## src/aarpd_pkg.sv

```systemverilog
// aarpd_pkg: types, codes and constants shared by the rectangle path detector
// no dependencies; imported by every module of the block
`timescale 1ns / 1ps

package aarpd_pkg;

    localparam int unsigned COORD_W = 32;
    localparam int unsigned TOL_W   = 16;
    localparam logic [TOL_W-1:0] TOL_RESET = 16'd66;

    // path command codes
    localparam logic [2:0] CMD_MOVETO = 3'd0;
    localparam logic [2:0] CMD_CLOSE  = 3'd1;
    localparam logic [2:0] CMD_LINETO = 3'd2;
    localparam logic [2:0] CMD_HLINE  = 3'd3;
    localparam logic [2:0] CMD_VLINE  = 3'd4;

    typedef enum logic [2:0] {
        DIR_LEFT  = 3'd0,
        DIR_RIGHT = 3'd1,
        DIR_UP    = 3'd2,
        DIR_DOWN  = 3'd3,
        DIR_NONE  = 3'd4
    } t_dir;

    typedef struct packed {
        logic [2:0]                cmd;
        logic                      relative;
        logic signed [COORD_W-1:0] coord_x;
        logic signed [COORD_W-1:0] coord_y;
        logic                      last;
    } t_in_item;

    typedef struct packed {
        logic                      is_rect;
        logic signed [COORD_W-1:0] min_x;
        logic signed [COORD_W-1:0] min_y;
        logic [COORD_W-1:0]        box_width;
        logic [COORD_W-1:0]        box_height;
    } t_out_item;

    typedef struct packed {
        logic                      failed;
        logic signed [COORD_W-1:0] start_x;
        logic signed [COORD_W-1:0] start_y;
        logic signed [COORD_W-1:0] cur_x;
        logic signed [COORD_W-1:0] cur_y;
        logic signed [COORD_W-1:0] box_min_x;
        logic signed [COORD_W-1:0] box_min_y;
        logic signed [COORD_W-1:0] box_max_x;
        logic signed [COORD_W-1:0] box_max_y;
        t_dir                      heading;
        logic [2:0]                corner_count;
        t_dir [3:0]                corner_dirs;
    } t_path_state;

    localparam t_path_state PATH_CLEAR = '{
        failed:       1'b0,
        start_x:      '0,
        start_y:      '0,
        cur_x:        '0,
        cur_y:        '0,
        box_min_x:    '0,
        box_min_y:    '0,
        box_max_x:    '0,
        box_max_y:    '0,
        heading:      DIR_NONE,
        corner_count: 3'd0,
        corner_dirs:  {DIR_NONE, DIR_NONE, DIR_NONE, DIR_NONE}
    };

endpackage

```

## src/axis_aligned_rect_path_detector_core.sv

```systemverilog
// axis_aligned_rect_path_detector_core: top level of the rectangle path detector
// depends on aarpd_pkg, aarpd_in_stage and aarpd_step
//
//   channel | direction | handshake             | payload
//   in      | input     | i_in_valid/o_in_stall | i_in_data   (t_in_item)
//   out     | output    | o_out_valid/i_out_stall | o_out_data (t_out_item)
//   cfg     | input     | i_cfg_valid/o_cfg_ready | i_cfg_data (tolerance, 16 bit)
//
// one command per cycle while not stalled: input register, single-pass next-state
// logic, state and result registers; a verdict passes input and result registers
// synchronous active-low reset clears the path state and sets tolerance to 66
// only a last command waits on a stalled output; other commands keep flowing
`timescale 1ns / 1ps

module axis_aligned_rect_path_detector_core (
    input  logic                 i_clk,
    input  logic                 i_rst_n,
    input  logic                 i_in_valid,
    output logic                 o_in_stall,
    input  aarpd_pkg::t_in_item  i_in_data,
    output logic                 o_out_valid,
    input  logic                 i_out_stall,
    output aarpd_pkg::t_out_item o_out_data,
    input  logic                 i_cfg_valid,
    output logic                 o_cfg_ready,
    input  logic [15:0]          i_cfg_data
);
    import aarpd_pkg::*;

    logic [TOL_W-1:0] r_tolerance;
    t_path_state      r_state;
    t_path_state      n_state;
    logic             r_out_valid;
    logic             n_out_valid;
    t_out_item        r_out_data;
    t_out_item        w_result;
    logic             w_cmd_valid;
    t_in_item         w_cmd;
    logic             w_out_free;
    logic             w_advance;

    assign o_cfg_ready = 1'b1;

    assign w_out_free = !r_out_valid || !i_out_stall;
    assign w_advance  = w_cmd_valid && (!w_cmd.last || w_out_free);

    aarpd_in_stage u_in_stage (
        .i_clk     (i_clk),
        .i_rst_n   (i_rst_n),
        .i_valid   (i_in_valid),
        .o_stall   (o_in_stall),
        .i_item    (i_in_data),
        .i_advance (w_advance),
        .o_valid   (w_cmd_valid),
        .o_item    (w_cmd)
    );

    aarpd_step u_step (
        .i_state  (r_state),
        .i_item   (w_cmd),
        .i_tol    (r_tolerance),
        .o_state  (n_state),
        .o_result (w_result)
    );

    always_comb begin
        n_out_valid = r_out_valid;
        if (w_advance && w_cmd.last) begin
            n_out_valid = 1'b1;
        end else if (!i_out_stall) begin
            n_out_valid = 1'b0;
        end
    end

    always_ff @(posedge i_clk) begin
        if (!i_rst_n) begin
            r_tolerance <= TOL_RESET;
            r_state     <= PATH_CLEAR;
            r_out_valid <= 1'b0;
        end else begin
            if (i_cfg_valid && o_cfg_ready) begin
                r_tolerance <= i_cfg_data;
            end
            if (w_advance) begin
                r_state <= n_state;
            end
            r_out_valid <= n_out_valid;
        end
    end

    always_ff @(posedge i_clk) begin
        if (w_advance && w_cmd.last) begin
            r_out_data <= w_result;
        end
    end

    assign o_out_valid = r_out_valid;
    assign o_out_data  = r_out_data;

    // no more than four corners are ever recorded
    a_corner_limit: assert property (@(posedge i_clk) disable iff (!i_rst_n)
        r_state.corner_count <= 3'd4)
        else $error("corner count above four");

    // a last transaction leaves the path state cleared
    a_clear_after_last: assert property (@(posedge i_clk) disable iff (!i_rst_n)
        (w_advance && w_cmd.last) |=> (r_state == PATH_CLEAR))
        else $error("path state not cleared after last command");

    // a result appears only after a last command was processed
    a_result_source: assert property (@(posedge i_clk) disable iff (!i_rst_n)
        ($rose(r_out_valid) && $past(i_rst_n)) |-> $past(w_advance && w_cmd.last))
        else $error("result without a last command");

    // commands that produce no result never wait on the output side
    a_no_needless_stall: assert property (@(posedge i_clk) disable iff (!i_rst_n)
        (w_cmd_valid && !w_cmd.last) |-> !o_in_stall)
        else $error("non-last command stalled");

endmodule

```

## src/aarpd_in_stage.sv

```systemverilog
// aarpd_in_stage: input register holding one accepted path command
// depends on aarpd_pkg for the input item type
`timescale 1ns / 1ps

module aarpd_in_stage (
    input  logic                i_clk,
    input  logic                i_rst_n,
    input  logic                i_valid,
    output logic                o_stall,
    input  aarpd_pkg::t_in_item i_item,
    input  logic                i_advance,
    output logic                o_valid,
    output aarpd_pkg::t_in_item o_item
);
    import aarpd_pkg::*;

    logic     r_valid;
    logic     n_valid;
    t_in_item r_item;
    logic     w_load;

    // the register takes a new command when it is empty or its current one moves on
    assign o_stall = r_valid && !i_advance;
    assign w_load  = i_valid && !o_stall;

    always_comb begin
        n_valid = r_valid;
        if (w_load) begin
            n_valid = 1'b1;
        end else if (i_advance) begin
            n_valid = 1'b0;
        end
    end

    always_ff @(posedge i_clk) begin
        if (!i_rst_n) begin
            r_valid <= 1'b0;
        end else begin
            r_valid <= n_valid;
        end
    end

    always_ff @(posedge i_clk) begin
        if (w_load) begin
            r_item <= i_item;
        end
    end

    assign o_valid = r_valid;
    assign o_item  = r_item;

endmodule

```

## src/aarpd_step.sv

```systemverilog
// aarpd_step: next path state and verdict for one command, combinational
// depends on aarpd_pkg for item, state and direction types
`timescale 1ns / 1ps

module aarpd_step (
    input  aarpd_pkg::t_path_state i_state,
    input  aarpd_pkg::t_in_item    i_item,
    input  logic [15:0]            i_tol,
    output aarpd_pkg::t_path_state o_state,
    output aarpd_pkg::t_out_item   o_result
);
    import aarpd_pkg::*;

    function automatic t_dir opposite(input t_dir d);
        t_dir r;
        case (d)
            DIR_LEFT:  r = DIR_RIGHT;
            DIR_RIGHT: r = DIR_LEFT;
            DIR_UP:    r = DIR_DOWN;
            DIR_DOWN:  r = DIR_UP;
            default:   r = DIR_NONE;
        endcase
        return r;
    endfunction

    function automatic logic signed [33:0] sext(input logic signed [31:0] v);
        return {{2{v[31]}}, v};
    endfunction

    // both components strictly inside the tolerance
    function automatic logic near_eq(input logic signed [31:0] ax,
                                     input logic signed [31:0] ay,
                                     input logic signed [31:0] bx,
                                     input logic signed [31:0] by,
                                     input logic signed [33:0] tol);
        logic signed [33:0] dx;
        logic signed [33:0] dy;
        dx = sext(bx) - sext(ax);
        dy = sext(by) - sext(ay);
        return (dx < tol) && (dx > -tol) && (dy < tol) && (dy > -tol);
    endfunction

    function automatic logic four_corners(input t_path_state s);
        return (s.corner_count == 3'd4) &&
               (s.corner_dirs[0] == opposite(s.corner_dirs[2])) &&
               (s.corner_dirs[1] == opposite(s.corner_dirs[3]));
    endfunction

    logic signed [33:0] w_tol;
    logic signed [32:0] w_sum_x;
    logic signed [32:0] w_sum_y;
    logic               w_ovf_x;
    logic               w_ovf_y;
    logic               w_uses_x;
    logic               w_uses_y;
    logic signed [31:0] w_tgt_x;
    logic signed [31:0] w_tgt_y;
    logic               w_ovf;
    logic signed [31:0] w_to_x;
    logic signed [31:0] w_to_y;
    logic signed [33:0] w_dx;
    logic signed [33:0] w_dy;
    logic               w_nx;
    logic               w_ny;
    t_dir               w_dir;
    logic               w_turn;
    logic               w_edge_fail;
    t_path_state        w_edge;
    t_path_state        w_new;
    logic               w_fail;
    t_path_state        w_proc;
    logic               w_ok;

    assign w_tol = $signed({18'd0, i_tol});

    // relative targets, overflow of the signed 32 bit range
    assign w_sum_x = {i_state.cur_x[31], i_state.cur_x} + {i_item.coord_x[31], i_item.coord_x};
    assign w_sum_y = {i_state.cur_y[31], i_state.cur_y} + {i_item.coord_y[31], i_item.coord_y};
    assign w_ovf_x = w_sum_x[32] ^ w_sum_x[31];
    assign w_ovf_y = w_sum_y[32] ^ w_sum_y[31];

    assign w_uses_x = (i_item.cmd == CMD_MOVETO) || (i_item.cmd == CMD_LINETO) ||
                      (i_item.cmd == CMD_HLINE);
    assign w_uses_y = (i_item.cmd == CMD_MOVETO) || (i_item.cmd == CMD_LINETO) ||
                      (i_item.cmd == CMD_VLINE);

    assign w_tgt_x = !w_uses_x ? i_state.cur_x :
                     (i_item.relative ? w_sum_x[31:0] : i_item.coord_x);
    assign w_tgt_y = !w_uses_y ? i_state.cur_y :
                     (i_item.relative ? w_sum_y[31:0] : i_item.coord_y);
    assign w_ovf   = i_item.relative && ((w_uses_x && w_ovf_x) || (w_uses_y && w_ovf_y));

    // one edge unit: closepath runs back to the subpath start
    assign w_to_x = (i_item.cmd == CMD_CLOSE) ? i_state.start_x : w_tgt_x;
    assign w_to_y = (i_item.cmd == CMD_CLOSE) ? i_state.start_y : w_tgt_y;
    assign w_dx   = sext(w_to_x) - sext(i_state.cur_x);
    assign w_dy   = sext(w_to_y) - sext(i_state.cur_y);
    assign w_nx   = (w_dx > w_tol) || (w_dx < -w_tol);
    assign w_ny   = (w_dy > w_tol) || (w_dy < -w_tol);

    always_comb begin
        if (w_nx) begin
            w_dir = (w_dx > 34'sd0) ? DIR_RIGHT : DIR_LEFT;
        end else begin
            w_dir = (w_dy > 34'sd0) ? DIR_DOWN : DIR_UP;
        end
    end

    assign w_turn      = (w_nx ^ w_ny) && (w_dir != i_state.heading);
    assign w_edge_fail = (w_nx && w_ny) ||
                         (w_turn && ((i_state.corner_count >= 3'd4) ||
                                     (w_dir == opposite(i_state.heading))));

    always_comb begin
        w_edge = i_state;
        if (w_nx ^ w_ny) begin
            if (w_turn) begin
                w_edge.corner_dirs[i_state.corner_count[1:0]] = w_dir;
                w_edge.corner_count = i_state.corner_count + 3'd1;
                w_edge.heading      = w_dir;
            end
            if (w_to_x < i_state.box_min_x) w_edge.box_min_x = w_to_x;
            if (w_to_y < i_state.box_min_y) w_edge.box_min_y = w_to_y;
            if (w_to_x > i_state.box_max_x) w_edge.box_max_x = w_to_x;
            if (w_to_y > i_state.box_max_y) w_edge.box_max_y = w_to_y;
        end
    end

    always_comb begin
        w_new  = w_edge;
        w_fail = 1'b0;
        case (i_item.cmd)
            CMD_MOVETO: begin
                w_fail = (i_state.corner_count != 3'd0) || w_ovf ||
                         !near_eq(i_state.start_x, i_state.start_y,
                                  i_state.cur_x, i_state.cur_y, w_tol);
                w_new           = i_state;
                w_new.start_x   = w_tgt_x;
                w_new.start_y   = w_tgt_y;
                w_new.cur_x     = w_tgt_x;
                w_new.cur_y     = w_tgt_y;
                w_new.box_min_x = w_tgt_x;
                w_new.box_max_x = w_tgt_x;
                w_new.box_min_y = w_tgt_y;
                w_new.box_max_y = w_tgt_y;
            end
            CMD_CLOSE: begin
                w_fail        = w_edge_fail || !four_corners(w_edge);
                w_new.start_x = i_state.cur_x;
                w_new.start_y = i_state.cur_y;
            end
            CMD_LINETO, CMD_HLINE, CMD_VLINE: begin
                w_fail      = w_ovf || w_edge_fail;
                w_new.cur_x = w_tgt_x;
                w_new.cur_y = w_tgt_y;
            end
            default: begin
                w_fail = 1'b1;
            end
        endcase
    end

    // once failed the path ignores commands until its last one
    always_comb begin
        if (i_state.failed) begin
            w_proc = i_state;
        end else if (w_fail) begin
            w_proc        = i_state;
            w_proc.failed = 1'b1;
        end else begin
            w_proc = w_new;
        end
    end

    assign w_ok = !w_proc.failed && four_corners(w_proc) &&
                  near_eq(w_proc.start_x, w_proc.start_y, w_proc.cur_x, w_proc.cur_y, w_tol);

    always_comb begin
        o_result = '0;
        if (w_ok) begin
            o_result.is_rect    = 1'b1;
            o_result.min_x      = w_proc.box_min_x;
            o_result.min_y      = w_proc.box_min_y;
            o_result.box_width  = w_proc.box_max_x - w_proc.box_min_x;
            o_result.box_height = w_proc.box_max_y - w_proc.box_min_y;
        end
    end

    assign o_state = i_item.last ? PATH_CLEAR : w_proc;

endmodule

```

## config.mk

```make
export PLATFORM = sky130hd
export DESIGN_NAME = axis_aligned_rect_path_detector_core
export DESIGN_NICKNAME = d
export VERILOG_FILES = /design/src/aarpd_pkg.sv /design/src/axis_aligned_rect_path_detector_core.sv /design/src/aarpd_in_stage.sv /design/src/aarpd_step.sv
export SDC_FILE = /design/constraint.sdc
export NUM_CORES = 2
export LEC_CHECK = 0
export BUFFER_PORTS_ARGS = -buffer_cell sky130_fd_sc_hd__buf_2
export CORE_MARGIN = 4
export CORE_UTILIZATION = 40
export DETAILED_ROUTE_END_ITERATION = 12
export PLACE_DENSITY_LB_ADDON = 0.12
export SETUP_SLACK_MARGIN = 0.5
export SYNTH_ARGS = -nofsm -noshare
export SYNTH_HDL_FRONTEND = slang
export SYNTH_HIERARCHICAL = 1
export SYNTH_SLANG_ARGS = --single-unit
```

## constraint.sdc

```tcl
create_clock -name i_clk -period 19.3 [get_ports i_clk]
set_clock_uncertainty 0.15 [all_clocks]
set_input_delay 1.93 -clock i_clk [delete_from_list [all_inputs] [get_ports i_clk]]
set_output_delay 1.93 -clock i_clk [all_outputs]
set_load 0.1 [all_outputs]
```

[Yosys cells after proc, flatten, opt, wreduce, memory -nomap -nowiden]
Cells that the tools add are included.
Widths: inputs -> output; s select.
Operators by class
  bitwise gates (word level): 3
  equal/unequal tests: 31
  reductions and logical operators: 58
  order comparisons: 21
  muxes and demuxes: 37
  add/sub/neg operators: 12
Operator list (number)
  $mux 275: 3
  $mux 32: 10
  $mux 146: 2
  $sub 32x32->33: 6
  $gt 34x34->1: 4
  $lt 34x17->1: 4
  $mux 129: 1
  $pmux 64 s2: 1
  $gt 34x1->1 const B: 2
  $gt 34x17->1: 2
  $lt 34x34->1: 2
  $add 32x32->33: 2
  $gt 32x32->1: 2
  $lt 32x32->1: 2
  $mux 64: 1
  $sub 32x32->32: 2
  $pmux 3 s4: 5
  $eq 3x2->1 const B: 12
  $neg 16->34: 1
  $logic_and 1x1->1: 23
  $eq 3x1->1 const B: 6
  $logic_not 3->1: 6
  $mux 18: 1
  $eq 3x3->1: 5
  21 further kinds: 57
Storage, ports and cells
  flip-flop bits (word level): 491
  logic and storage cells: 190
  bits of input ports: 90
  output and inout port bits: 132

[Logic depth before layout (Yosys ltp)]
  depth after elaboration: 32
  mapped depth: 93
  mapped depth without buffers: 86

[By module]
The synthesis kept the hierarchy.
Modules (own cells, without submodules)
  aarpd_step: area an instance 37209.4 µm², instances 1, cells an instance 5595, sequential area each 0.0 µm²
  axis_aligned_rect_path_detector_core: area an instance 15411.0 µm², instances 1, cells an instance 1381, sequential area each 9719.3 µm²
  aarpd_in_stage: area an instance 2119.5 µm², instances 1, cells an instance 73, sequential area each 2092.0 µm²

[Least setup slack after synthesis]
No wires, ideal clock.
  kind: reg2reg
  start point: reg u_in_stage.r_item (netlist bit u_in_stage/o_item[33])
  end point: reg r_out_data (netlist bit o_out_data[113]) (data pin)
  period minus slack after synthesis: 16.278 ns
  data arrival time: 15.958 ns
  data required time: 18.979 ns
  stages on the path, launching flop included: 91
  setup slack: 3.022 ns
  cells stage by stage: edfxtp_1 ha_1 fa_1 a21oi_1 o21bai_1 a211oi_1 o31ai_1 a21oi_1 o21bai_1 a21oi_1 o21bai_1 a21oi_1 xnor2_1 mux2i_1 o21ai_0 nand2_1 o21ai_0 ha_1 (+55 left out) o21a_1 o21a_1 nor2_1 nand3_1 o21ai_0 ha_1 nand4_1 nor4_1 nand4_1 o221ai_1 a31oi_1 nand4_1 or3_1 a2111oi_0 o211ai_1 clkbuf_1 clkbuf_1 nor4_2
On the way
  cells in the longest elaborated chain, start to end: 30
  elaborated cells between the ends (all ways): 83
  classes of those cells: 4 x add/sub; 8 x order compare; 20 x eq/ne; 21 x mux; 2 x bitwise; 28 x reduce/logical
RTL lines
  start, declared: line aarpd_in_stage.sv:19  | t_in_item r_item;
  start signal, assigned: line aarpd_in_stage.sv:45  | r_item <= i_item;
  $add 32x32->33: line aarpd_step.sv:77  | assign w_sum_x = {i_state.cur_x[31], i_state.cur_x} + {i_item.coord_x[31], i_item.coord_x};
  $mux 32: line aarpd_step.sv:88  | (i_item.relative ? w_sum_x[31:0] : i_item.coord_x);
  $mux 32: line aarpd_step.sv:87  | assign w_tgt_x = !w_uses_x ? i_state.cur_x :
  $mux 32: line aarpd_step.sv:94  | assign w_to_x = (i_item.cmd == CMD_CLOSE) ? i_state.start_x : w_tgt_x;
  $sub 32x32->33: line aarpd_step.sv:96  | assign w_dx = sext(w_to_x) - sext(i_state.cur_x);
  $gt 34x1->1, or another cell as far along: line aarpd_step.sv:103  | w_dir = (w_dx > 34'sd0) ? DIR_RIGHT : DIR_LEFT;
  $mux 1 / $logic_or 1x1->1 (equally long branches): line aarpd_step.sv:103, aarpd_step.sv:98
  $mux 3: line aarpd_step.sv:102  | if (w_nx) begin
  (+8 left out)
  $logic_and 1x1->1: line aarpd_step.sv:44  | return (s.corner_count == 3'd4) &&
  $logic_and 1x1->1: line aarpd_step.sv:45  | (s.corner_dirs[0] == opposite(s.corner_dirs[2])) &&
  $logic_not 1->1: line aarpd_step.sv:148  | w_fail = w_edge_fail || !four_corners(w_edge);
  $logic_or 1x1->1: line aarpd_step.sv:148
  $pmux 1 s3: line aarpd_step.sv:132  | case (i_item.cmd)
  $mux 275 (*): line aarpd_step.sv:167  | end else if (w_fail) begin
  $mux 275 (*): line aarpd_step.sv:165  | if (i_state.failed) begin
  parallel branches: the longest is 7 deep, another holds $lt 34x17->1
  end signal, assigned: line axis_aligned_rect_path_detector_core.sv:93  | r_out_data <= w_result;
  end, declared: line axis_aligned_rect_path_detector_core.sv:35  | t_out_item r_out_data;
Mark *: on every way between the ends. The select of a mux whose other input is x is not followed.
A chain may end at the register's enable or synchronous reset.

[Worst setup path in the final report]
  start point: reg u_in_stage.r_item (netlist bit u_in_stage/o_item[33])
  end point: reg r_out_data (netlist bit o_out_data[121]) (data pin)
The elaborated chain is that of the path after synthesis.

==> summary.txt <==
Status
  • Status: completed

Layout
  • Commonest cells after routing, fill and taps aside: nand2_1, ha_1, a21oi_1
  • FF/Latch Area: 11800 um2
  • Layout cells sized above 1: 10.4%
  • Fillers: 13800
  • Multi-input gate area: 39900 um2
  • Final non-filler cell area: 60600 um2
  • Fin util: 44.7%
  • Final net count: 8019
  • Syn-to-layout area delta: 10.7%
  • Most common cell after layout, fill and taps aside: nand2_1

Synthesis
  • Synthesized cell area: 54700 um2
  • Unique cell type count in the Yosys netlist: 99
  • Syn Nets: 7892
  • Synth Area in Adders: 17.3%
  • Compound-Gate Fraction of Synth Area: 20.6%
  • Area contributors post-synth: ha_1, edfxtp_1, dfxtp_1
  • Flop and latch count out of synthesis: 491
  • EDFF count, synth: 198
  • Mux cell area share after synthesis: 6.73%
  • Async SR Flop Fraction: 0%
  • Syn avg cell area: 7.77 um2
  • Synth Area in XOR/XNOR: 4.59%
  • Main synth FF type: dfxtp_1
  • Top-area cell type share of the netlist area: 17.0%
  • Seq/Total Area, Yosys: 21.6%
  • Instance count of the mapped netlist: 7049
  • Synth warnings: 6
  • Largest family of logic cells by synthesized area: simple AND/OR/NAND/NOR gates
  • Cell taking the most area after synthesis: ha_1
  • Post-synthesis simple-gate area fraction: 23.0%

Floorplan
  • Chip height: 378 um
  • Die width: 378 um
  • Die footprint: 143000 um2
  • Core area: 136000 um2
  • Initial Util: 40.4%
  • Site row count: 135
  • # IOs: 222

Setup path
  • Critical path depth: 83
  • Largest delay contributor family on the critical path: compound AO/OA/AOI/OAI gates
  • Slowest cell delay on critical path: 0.51 ns
  • Nature of the critical path startpoint: register
  • CP Max Fanout: 26
  • Crit path kind: reg2reg
  • CP required: 19.63 ns
  • Most Frequent Cell on Critical Path: a21oi_1
  • Worst setup EP type: register
  • Data arrival, critical path: 18.24 ns
  • CP max stage cell: xnor2_1
  • R2r worst-path depth: 83
  • CP Buf/Inv Count: 7

Drt
  • Number of detailed-route iterations in the first pass: 8
  • DRC errors left: 0
  • WL/cell: 24.7 um
  • Vias: 52800
  • WL final: 223 mm
  • DRT antenna net count: 0
  • Avg Vias per Cell: 5.86
  • Starting DRT DRC Count: 4406

Global route
  • Congestion Overflow GR: 0
  • Total Routing Usage GR: 30.0%
  • First-pass GRT wire length: 323 mm
  • Largest net degree at the start of global routing: 172
  • Vias in the first global route: 49700
  • Initial antenna violation count: 7

Clocking
  • Clock Tree Buf Depth: 3
  • CTS sink cnt: 491
  • CTS tree: built
  • Clock latency on the worst-skew pair: 0.69 ns
  • Clock buffer count from CTS: 67
  • Root Driver: clkbuf_16
  • H-tree Lvls: 3
  • Clk slew on worst S/H paths: 0.06 ns

Timing
  • Worst Max-Slew Pin Slew: 1.24 ns
  • Final hold slack: 0.306 ns
  • Hold Violations, Final: 0
  • Achievable frequency: 55.8 MHz
  • Post-route clock period utilization: 92.8%
  • Unrepaired setup endpoints after global routing: no
  • Min Tclk post-route: 17.91 ns
  • Setup TNS: 0 ns
  • Worst slew margin: 17.4%
  • Final setup vio count: 0
  • Setup WS post-layout: 1.39 ns
  • Slew Viols, Final: 0

Placement
  • Global placer's final weighted congestion: 0.979
  • Place WS: 0.780 ns
  • DP HPWL: 173 mm
  • DP Area: 58100 um2
  • Port bufs: 220

Flow run
  • Max Cap Viol: 0

Power
  • PD cells: 88.4 nW/um2
  • P_leak: 0.0249 uW
  • Max VDD drop: 102 uV

Min path
  • Hold path cells: 2
  • Worst Hold Class: reg2reg
-- flip-flops by register name, summed over array words and instances (netlist names) --
name                count
r_tolerance            16
o_out_valid             1
r_state               275
o_out_data            129
u_in_stage/o_valid      1
u_in_stage/o_item      69
-- stage by stage --
stage / cells / power, uW
detailed placement: 8882 / 3980
CTS: 9002 / 5330
floorplan: 7049 / 3170
global placement: 8882 / 3970
global route: 9008 / 5680
finish: 9010 / 5350
-- worst min-delay path: stages (launching register included) --
cell     delay, ns
dfxtp_1       0.31
nand2_1       0.05
mux2i_1       0.05
-- synth_stat cells, types with 106 or more instances --
| cell | number |
|---|---|
| o21ai_0 | 416 |
| a21oi_1 | 676 |
| clkbuf_1 | 257 |
| xnor2_1 | 203 |
| dfxtp_1 | 293 |
| mux2i_1 | 360 |
| edfxtp_1 | 198 |
| inv_1 | 458 |
| nor4_2 | 106 |
| nor2b_1 | 250 |
| ha_1 | 743 |
| nor2_1 | 568 |
| a21o_1 | 146 |
| nand2_1 | 902 |
-- repair_timing --
action | CTS | global route
gates resized for setup | 0 | 52
hold buffers | 0 | 0
buffers inserted | 0 | 6
endpoints found under the setup margin | 0 | 129
endpoints found under the hold margin | 0 | 0
-- layout make-up --
class                   instances  area share, %
inverters                     459           2.85
clock buffers                  74           2.93
flip-flops and latches        491           19.5
well taps                    1781           3.68
clock inverters                46          0.843
diodes                          2        0.00826
multi-input cells            5752           65.8
repair buffers                405           4.35
-- logic make-up after synthesis --
| family | count (synthesis) |
|---|---|
| simple gates | 2506 |
| compound gates | 1838 |
| buf+inv | 806 |
| fa+ha+maj | 753 |
| flops | 491 |
| mux | 367 |
| xor+xnor | 287 |
| other cells | 1 |
-- path summary, 6_finish.rpt --
kind	start	end	slack, ns
max reg2reg	u_in_stage/o_item[33]	o_out_data[121]	1.39
min reg2reg	r_state[31]	r_state[31]	0.31
min	r_state[31]	r_state[31]	0.31
max	u_in_stage/o_item[33]	o_out_data[121]	1.39
-- per-layer routing --
layer	share of wire, %	track usage [%]	vias up
li1	-	-	25600
met2	47	50.8	1788
met3	5.2	3.50	491
met1	41	36.7	24900
met5	0.0058	0	-
met4	7.0	17.5	2
-- power breakdown --
group / internal (uW) / switching (uW) / leakage, uW / total [uW]
Sequential: 1110 / 25.6 / 0.00419 / 1130
Combinational: 988 / 1920 / 0.0196 / 2900
Clock: 744 / 576 / 0.00109 / 1320
Total: 2840 / 2520 / 0.0249 / 5350
(Power assumes the default switching activity.)
